==> src/rtl/nrd_pkg.sv <==
// ----------------------------------------------------------------------------
// Divider package
// Control types shared by the pipeline stages of the divider.
// ----------------------------------------------------------------------------
package nrd_pkg;

  // Control that travels with each request through the pipeline.
  typedef struct packed {
    logic valid;  // stage holds a request
    logic dbz;    // the divisor of this request is zero
  } stage_ctl_t;

endpackage

==> src/rtl/nrd_stage.sv <==
// ----------------------------------------------------------------------------
// Divider round stage
// One nonrestoring round: shift, add or subtract the divisor, then register.
// ----------------------------------------------------------------------------
module nrd_stage #(
  parameter int WIDTH = 16
) (
  input  logic               clk,
  input  logic               rst_n,
  input  nrd_pkg::stage_ctl_t up_ctl,
  input  logic [WIDTH:0]     up_a,
  input  logic [WIDTH-1:0]   up_q,
  input  logic [WIDTH-1:0]   up_d,
  output logic               up_ready,
  output nrd_pkg::stage_ctl_t dn_ctl,
  output logic [WIDTH:0]     dn_a,
  output logic [WIDTH-1:0]   dn_q,
  output logic [WIDTH-1:0]   dn_d,
  input  logic               dn_ready
);

  nrd_pkg::stage_ctl_t ctl_r;
  logic [WIDTH:0]      a_r, a_nxt, a_sh, d_ext;
  logic [WIDTH-1:0]    q_r, q_nxt, d_r;

  // The sign is taken before the shift and picks add or subtract.
  always_comb begin
    a_sh  = {up_a[WIDTH-1:0], up_q[WIDTH-1]};
    d_ext = {1'b0, up_d};
    a_nxt = up_a[WIDTH] ? (a_sh + d_ext) : (a_sh - d_ext);
    q_nxt = {up_q[WIDTH-2:0], ~a_nxt[WIDTH]};
  end

  assign up_ready = !ctl_r.valid || dn_ready;

  always_ff @(posedge clk) begin
    if (!rst_n) begin
      ctl_r <= '0;
    end else if (up_ready) begin
      ctl_r <= up_ctl;
    end
  end

  always_ff @(posedge clk) begin
    if (up_ready && up_ctl.valid) begin
      a_r <= a_nxt;
      q_r <= q_nxt;
      d_r <= up_d;
    end
  end

  assign dn_ctl = ctl_r;
  assign dn_a   = a_r;
  assign dn_q   = q_r;
  assign dn_d   = d_r;

endmodule

==> src/rtl/nrd_fix.sv <==
// ----------------------------------------------------------------------------
// Divider correction stage
// Adds the divisor back to a negative remainder and holds the result.
// ----------------------------------------------------------------------------
module nrd_fix #(
  parameter int WIDTH = 16
) (
  input  logic               clk,
  input  logic               rst_n,
  input  nrd_pkg::stage_ctl_t up_ctl,
  input  logic [WIDTH:0]     up_a,
  input  logic [WIDTH-1:0]   up_q,
  input  logic [WIDTH-1:0]   up_d,
  output logic               up_ready,
  output logic               out_valid,
  input  logic               out_stall,
  output logic [WIDTH-1:0]   out_quotient,
  output logic [WIDTH-1:0]   out_remainder,
  output logic               out_divide_by_zero
);

  logic             valid_r;
  logic             dbz_r;
  logic [WIDTH-1:0] quo_r, rem_r, rem_nxt;

  assign rem_nxt  = up_a[WIDTH] ? (up_a[WIDTH-1:0] + up_d) : up_a[WIDTH-1:0];
  assign up_ready = !valid_r || !out_stall;

  always_ff @(posedge clk) begin
    if (!rst_n) begin
      valid_r <= 1'b0;
    end else if (up_ready) begin
      valid_r <= up_ctl.valid;
    end
  end

  always_ff @(posedge clk) begin
    if (up_ready && up_ctl.valid) begin
      quo_r <= up_q;
      rem_r <= rem_nxt;
      dbz_r <= up_ctl.dbz;
    end
  end

  assign out_valid          = valid_r;
  assign out_quotient       = quo_r;
  assign out_remainder      = rem_r;
  assign out_divide_by_zero = dbz_r;

endmodule

==> src/rtl/nonrestoring_unsigned_divider.sv <==
// ----------------------------------------------------------------------------
// Nonrestoring unsigned divider
// Fully pipelined WIDTH-bit unsigned divider, one quotient bit per stage.
// ----------------------------------------------------------------------------
// The divider takes one request per clock cycle while in_stall is low, and
// returns each result from the fix stage in request order. There is
// one pipeline stage per quotient bit, each holding a single WIDTH+1 bit add
// or subtract, followed by one stage that adds the divisor back to a negative
// remainder and drives the output registers; that adder per stage sets the
// clock rate. Each stage has its own valid bit and advances whenever the
// stage after it is empty or moving, so a stall on the result side fills
// empty slots first and only stalls the request side when every stage holds
// a request. A zero divisor needs no special path: the rounds then naturally
// yield an all-ones quotient and the dividend as remainder, and the flag is
// carried along with the request.
// ----------------------------------------------------------------------------
module nonrestoring_unsigned_divider #(
  parameter int WIDTH = 16
) (
  input  logic             clk,
  input  logic             rst_n,
  input  logic             in_valid,
  output logic             in_stall,
  input  logic [WIDTH-1:0] in_dividend,
  input  logic [WIDTH-1:0] in_divisor,
  output logic             out_valid,
  input  logic             out_stall,
  output logic [WIDTH-1:0] out_quotient,
  output logic [WIDTH-1:0] out_remainder,
  output logic             out_divide_by_zero
);

  // Index k holds what enters round stage k; index WIDTH feeds the fix stage.
  nrd_pkg::stage_ctl_t ctl_s [0:WIDTH];
  logic [WIDTH:0]      a_s   [0:WIDTH];
  logic [WIDTH-1:0]    q_s   [0:WIDTH];
  logic [WIDTH-1:0]    d_s   [0:WIDTH];
  logic                rdy_s [0:WIDTH];

  // The partial remainder starts at zero and the quotient register starts
  // at the dividend.
  always_comb begin
    ctl_s[0].valid = in_valid;
    ctl_s[0].dbz   = (in_divisor == '0);
    a_s[0]         = '0;
    q_s[0]         = in_dividend;
    d_s[0]         = in_divisor;
  end

  assign in_stall = !rdy_s[0];

  for (genvar i = 0; i < WIDTH; i++) begin : g_round
    nrd_stage #(.WIDTH(WIDTH)) u_stage (
      .clk      (clk),
      .rst_n    (rst_n),
      .up_ctl   (ctl_s[i]),
      .up_a     (a_s[i]),
      .up_q     (q_s[i]),
      .up_d     (d_s[i]),
      .up_ready (rdy_s[i]),
      .dn_ctl   (ctl_s[i+1]),
      .dn_a     (a_s[i+1]),
      .dn_q     (q_s[i+1]),
      .dn_d     (d_s[i+1]),
      .dn_ready (rdy_s[i+1])
    );
  end

  nrd_fix #(.WIDTH(WIDTH)) u_fix (
    .clk                (clk),
    .rst_n              (rst_n),
    .up_ctl             (ctl_s[WIDTH]),
    .up_a               (a_s[WIDTH]),
    .up_q               (q_s[WIDTH]),
    .up_d               (d_s[WIDTH]),
    .up_ready           (rdy_s[WIDTH]),
    .out_valid          (out_valid),
    .out_stall          (out_stall),
    .out_quotient       (out_quotient),
    .out_remainder      (out_remainder),
    .out_divide_by_zero (out_divide_by_zero)
  );

endmodule

==> config.mk <==
export PLATFORM = sky130hd
export DESIGN_NAME = nonrestoring_unsigned_divider
export DESIGN_NICKNAME = d
export VERILOG_FILES = /design/src/rtl/nrd_pkg.sv /design/src/rtl/nrd_stage.sv /design/src/rtl/nrd_fix.sv /design/src/rtl/nonrestoring_unsigned_divider.sv
export SDC_FILE = /design/constraint.sdc
export NUM_CORES = 1
export LEC_CHECK = 0
export BUFFER_PORTS_ARGS = -buffer_cell sky130_fd_sc_hd__buf_2
export CAP_MARGIN = 30
export CORE_ASPECT_RATIO = 0.9
export CORE_UTILIZATION = 57
export DETAILED_ROUTE_END_ITERATION = 6
export GPL_TIMING_DRIVEN = 0
export PLACE_DENSITY_LB_ADDON = 0.12
export RECOVER_POWER = 25
export SLEW_MARGIN = 20
export SYNTH_ARGS = -nofsm -noshare
export SYNTH_HDL_FRONTEND = slang
export SYNTH_SLANG_ARGS = --single-unit
==> constraint.sdc <==
create_clock -name clk -period 3.9 [get_ports clk]
set_input_delay 0.585 -clock clk [delete_from_list [all_inputs] [get_ports clk]]
set_output_delay 0.585 -clock clk [all_outputs]
set_load 0.03 [all_outputs]
== Word level (Yosys, flattened, before mapping) ==
Cells that the tools add are included.
Widths: inputs -> output; s select.

* Bits in registers: 850
* Bits of input ports: 36
* Output and inout port bits: 35
* Word-level logic and storage cells: 202

* Add/sub/neg operators: 32
* Multiplexer cells: 16
* Bitwise logic cells: 16
* Reductions and logical operators: 54

{| class="wikitable"
|+ Operators by type and width
! cell !! number
|-
| $add 17x16->17 || 15
|-
| $mux 17 || 15
|-
| $sub 17x16->17 || 15
|-
| $logic_not 1->1 || 19
|-
| $logic_and 1x1->1 || 17
|-
| $logic_or 1x1->1 || 17
|-
| $sub 1x16->17 || 1
|-
| $add 16x16->16 || 1
|-
| $logic_not 16->1 || 1
|-
| $mux 16 || 1
|-
| $not 1->1 || 16
|}

== Logic depth before layout (Yosys ltp) ==
* Depth after elaboration: 19
* Gate-level depth with buffers: 16
* Mapped depth without buffers: 16

== Hierarchy ==
A second synthesis with hierarchy kept.

* Cells, all modules: 3674
* Area total of the unflattened synthesis: 45518.7 um^2

{| class="wikitable"
|+ Modules (own cells, without submodules)
! module !! times used !! cells an instance !! area each (um^2) !! sequential area each (um^2)
|-
| nrd_stage (g_round[10].u_stage ...) || 9 || 220 || 2713.9 || 1511.4
|-
| nrd_stage (g_round[0].u_stage ...) || 4 || 218 || 2751.4 || 1511.4
|-
| nrd_stage (g_round[9].u_stage) || 1 || 231 || 2772.7 || 1511.4
|-
| nrd_stage (g_round[8].u_stage) || 1 || 223 || 2716.4 || 1511.4
|-
| nrd_stage (g_round[7].u_stage) || 1 || 209 || 2616.3 || 1511.4
|-
| nrd_fix || 1 || 152 || 1941.9 || 1011.0
|-
| nonrestoring_unsigned_divider || 1 || 7 || 41.3 || 0.0
|}

== Worst setup path before layout ==
OpenSTA, ideal clock, no wires.

* Kind: input to register
* From: in out_stall
* To: reg g_round[0].u_stage.a_r[0], enable pin
* Library setup time: 0.461 ns
* Data arrival time: 3.751 ns
* Data required time: 3.439 ns
* Slack: -0.313 ns
* Cell stages on the path: 8
* Path buffers: 1
* Path through: nand2_1 or3_4 nor3_4 and2_1 buf_2 and3_4 and2_4 nor2b_1

* Longest elaborated chain between the ends: 19

{| class="wikitable"
|+ Ends and longest elaborated chain
! what !! RTL line !! source
|-
| from (decl) || nonrestoring_unsigned_divider.sv:27 || <nowiki>input logic out_stall,</nowiki>
|-
| $logic_not 1->1 || nrd_fix.sv:27 || <nowiki>assign up_ready = !valid_r || !out_stall;</nowiki>
|-
| $logic_or 1x1->1 || nrd_fix.sv:27 ||
|-
| $logic_or 1x1->1 (16 in series) || nrd_stage.sv:34 || <nowiki>assign up_ready = !ctl_r.valid || dn_ready;</nowiki>
|-
| $logic_and 1x1->1 || nrd_stage.sv:45 || <nowiki>if (up_ready && up_ctl.valid) begin</nowiki>
|-
| to (signal assigned) || nrd_stage.sv:46 || <nowiki>a_r <= a_nxt;</nowiki>
|-
| to (decl) || nrd_stage.sv:23 || <nowiki>logic [WIDTH:0] a_r, a_nxt, a_sh, d_ext;</nowiki>
|}

No other way between the ends.
A chain may end at the register's enable or synchronous reset.

== Worst setup path in the final report ==
* From: reg g_round[6].u_stage.a_r[16]
* To: reg g_round[7].u_stage.a_r[15] (data pin)

* Longest elaborated chain between the ends: 1

{| class="wikitable"
|+ Ends and longest elaborated chain
! what !! RTL line !! source
|-
| from (decl) || nrd_stage.sv:23 ||
|-
| from (signal assigned) || nrd_stage.sv:46 ||
|-
| $mux 17 || nrd_stage.sv:30 || <nowiki>a_nxt = up_a[WIDTH] ? (a_sh + d_ext) : (a_sh - d_ext);</nowiki>
|-
| named net g_round[7].u_stage.a_nxt[15] || nrd_stage.sv:23 ||
|-
| to (signal assigned) || nrd_stage.sv:46 ||
|-
| to (decl) || nrd_stage.sv:23 ||
|}

The timed path passes the listed nets, and every way through them passes these cells.

==> run summary <==
max_cap viols: 0
Final #Nets: 3890
via count: 26200
routability cong.: 0.886
vias in the first global route: 26300
worst vdd ir: 0.000314 V
clock skew: 0.0329 ns
Syn Nets: 3686
H-tree levels: 3
Routed WL: 82.3 mm
hold buffers post-CTS: 0
FF+latch count, synth: 850
clock power share: 41.3%
Critical Path Sink Type: register
Reg power frac: 52.9%
worst path required time: 4.28 ns
vias per cell: 5.71
routed length per instance: 17.9 microns
# rows: 94
Die Span Y: 261 microns
Worst Path Max Fanout: 10
Post-Route Utilization: 65.3%
number of I/O pins: 71
TritonCTS clock tree: yes
CTS root buf: clkbuf_16
Yosys top cell area share: 57.6%
prevailing post-synth register cell: edfxtp_1
buffers added on ports: 70
CTS sink count: 850
# fillers: 5263
total gr overflow: 0
Place WS: -0.339 ns
Starting Density: 57.9%
clock insertion delay at the later pin of the skew report: 0.66 ns
commonest cells after routing, fill and taps aside: edfxtp_1, nor2_1, ha_1
CP Buf/Inv Count: 1
status: complete, no violations
Distinct cells, synth: 72
worst hold stages: 1
Worst EP arrival: 4.15 ns
Hold Path Class: in2reg
Post-DP HPWL: 61.7 mm
cell family with most CP delay: compound AO/OA/AOI/OAI gates
Reg area: 25200 sq um
core area: 73500 sq um
drt initial violations: 1564
Levels on crit path: 11
Tcrit/Tclk final: 96.5%
layout cells sized above 1: 9.94%
area leader, netlist: edfxtp_1
PD cells: 400 nW/um^2
total die area: 75800 sq um
Critical Path Start Type: register
ANT cells: 0
leakage power: 17.3 nW
Async S/R FF share, synth: 0%
sw frac: 21.5%
Seq/Total Area, Yosys: 59.2%
CP Cell Sequence: clkbuf_2 -> mux2_2 -> ha_1 -> a211oi_1 -> nor2_1 -> o41ai_1 -> o21ai_0 -> o41ai_2 -> o2111ai_1 -> a21oi_1 -> xnor2_1
total CTS buffers: 86
Tot Pwr: 0.0192 W
final-report setup violation count: 0
area grow syn2layout: 12.8%
first-pass GRT wire length: 133 mm
Avg Inst Size Synth: 12.7 sq um
Final Hold Violating Endpoints: 0
Cells after DPL: 4416
Post-Route Setup TNS: 0 ns
Clock Tree Buf Depth: 3
DRT Pass-1 Iters: 6
Logic pwr share: 5.8%
die width: 290 microns
cells on worst reg2reg path: 11
Multi-input gate area: 17000 sq um
Worst-path clk slew: 0.06 ns
largest net degree at the start of global routing: 50
min cycle time layout: 3.76 ns
yosys warns: 0
NetSw: 0.00413 W
total track usage: 21.8%
Worst-Margin Slew: 0.707 ns
synthesized instance count: 3362
fin. max-slew vios: 0
post-route ant nets: 0
Rel. slew slack: 52.4%
Max stage delay cell, worst path: edfxtp_1
Synth Cell Area: 42600 sq um
final worst slack: 0.136 ns
Synth area leaders: edfxtp_1, ha_1, xnor2_1, xor2_1, nor2_1
P_int: 0.0151 W
DR DRC count: 0
Max Clock Freq: 266 MHz
most common cell after layout, fill and taps aside: edfxtp_1
CP max stage delay: 0.51 ns
initial antenna violation count: 0
EDFF count, synth: 817
fin cells: 4592
Setup CP Type: reg2reg
-- per-stage QoR --
step / hold slack [ns] / cell area [sq um]
floorplan: 0.400 / 42600
global placement: 0.400 / 44100
detailed placement: 0.405 / 44800
CTS: 0.0545 / 47700
global route: 0.0600 / 48000
finish: 0.103 / 48000
-- synth_stat cells, drive strengths merged (16+ instances only) --
| cell | count |
|---|---|
| a211oi | 58 |
| clkbuf | 40 |
| a21boi | 25 |
| o21bai | 19 |
| edfxtp | 817 |
| nand3 | 94 |
| and3 | 44 |
| fa | 16 |
| nor2 | 369 |
| dfxtp | 33 |
| a21oi | 199 |
| o41ai | 32 |
| o21ai | 104 |
| o21a | 41 |
| mux2 | 24 |
| nor3 | 125 |
| or3 | 30 |
| nand2 | 78 |
| nor4 | 26 |
| inv | 159 |
| xor2 | 210 |
| a31oi | 46 |
| a21o | 39 |
| nor2b | 20 |
| xnor2 | 245 |
| ha | 272 |
| nand2b | 34 |
| o2111ai | 25 |
-- metal layers --
layer / vias to the layer above / part of all wire [%] / GRT usage, %
li1: 12900 / - / -
met1: 12600 / 40 / 24.5
met2: 485 / 53 / 41.7
met3: 185 / 3.0 / 3.11
met4: 0 / 3.7 / 8.69
met5: - / 0 / 0
-- registers in the layout, summed over array words and instances (netlist names) --
signal                    cells
g_round.u_stage.dn_a        272
g_round.u_stage.dn_q        256
g_round.u_stage.dn_ctl       32
u_fix.out_remainder          16
u_fix.out_valid               1
u_fix.out_quotient           16
u_fix.out_divide_by_zero      1
g_round.u_stage.dn_d        256
-- path summary, 6_finish.rpt --
| kind | start | to | slack, ns |
|---|---|---|---|
| worst max-delay path | g_round[6].u_stage.dn_a[16] | g_round[7].u_stage.dn_a[15] | 0.14 |
| worst min-delay path | in_dividend[11] | g_round[0].u_stage.dn_q[12] | 0.10 |
| worst max register to register | g_round[6].u_stage.dn_a[16] | g_round[7].u_stage.dn_a[15] | 0.14 |
| worst min register to register | g_round[11].u_stage.dn_q[9] | g_round[12].u_stage.dn_q[10] | 0.40 |
-- repair_timing --
item | 4_1_cts | 5_1_grt
pin swaps | 0 | 7
gates cloned | 0 | 0
setup endpoints to repair | 25 | 44
resized for setup | 22 | 49
buffers inserted | 1 | 25
-- final cells by class --
cell class | instances | area share (%)
multi-input cells | 2303 | 35.4
inverters | 160 | 1.25
repair buffers | 120 | 2.30
clock buffers | 113 | 4.74
well taps | 960 | 2.50
flip-flops and latches | 850 | 52.5
plain buffers | 45 | 0.394
clock inverters | 41 | 0.977
-- logic make-up (layout without fill, tap and decap cells) --
| logic type | Yosys count | count (layout) | synth area share, % |
|---|---|---|---|
| compound gates | 641 | 641 | 9.90 |
| flops | 850 | 850 | 59.2 |
| mux | 36 | 36 | 0.917 |
| buf+inv | 209 | 479 | 1.85 |
| simple gates | 883 | 883 | 10.0 |
| fa+ha+maj | 288 | 288 | 8.75 |
| xor+xnor | 455 | 455 | 9.38 |
-- power groups by stage --
stage / logic [W] / clock network [W] / registers, W
after floorplan: 0.000839 / 0 / 0.0103
after global placement: 0.00104 / 0 / 0.0103
after detailed placement: 0.00107 / 0 / 0.0103
after CTS: 0.00108 / 0.00813 / 0.0101
after global routing: 0.00124 / 0.00846 / 0.0101
final: 0.00112 / 0.00792 / 0.0101
(Power assumes the default switching activity.)
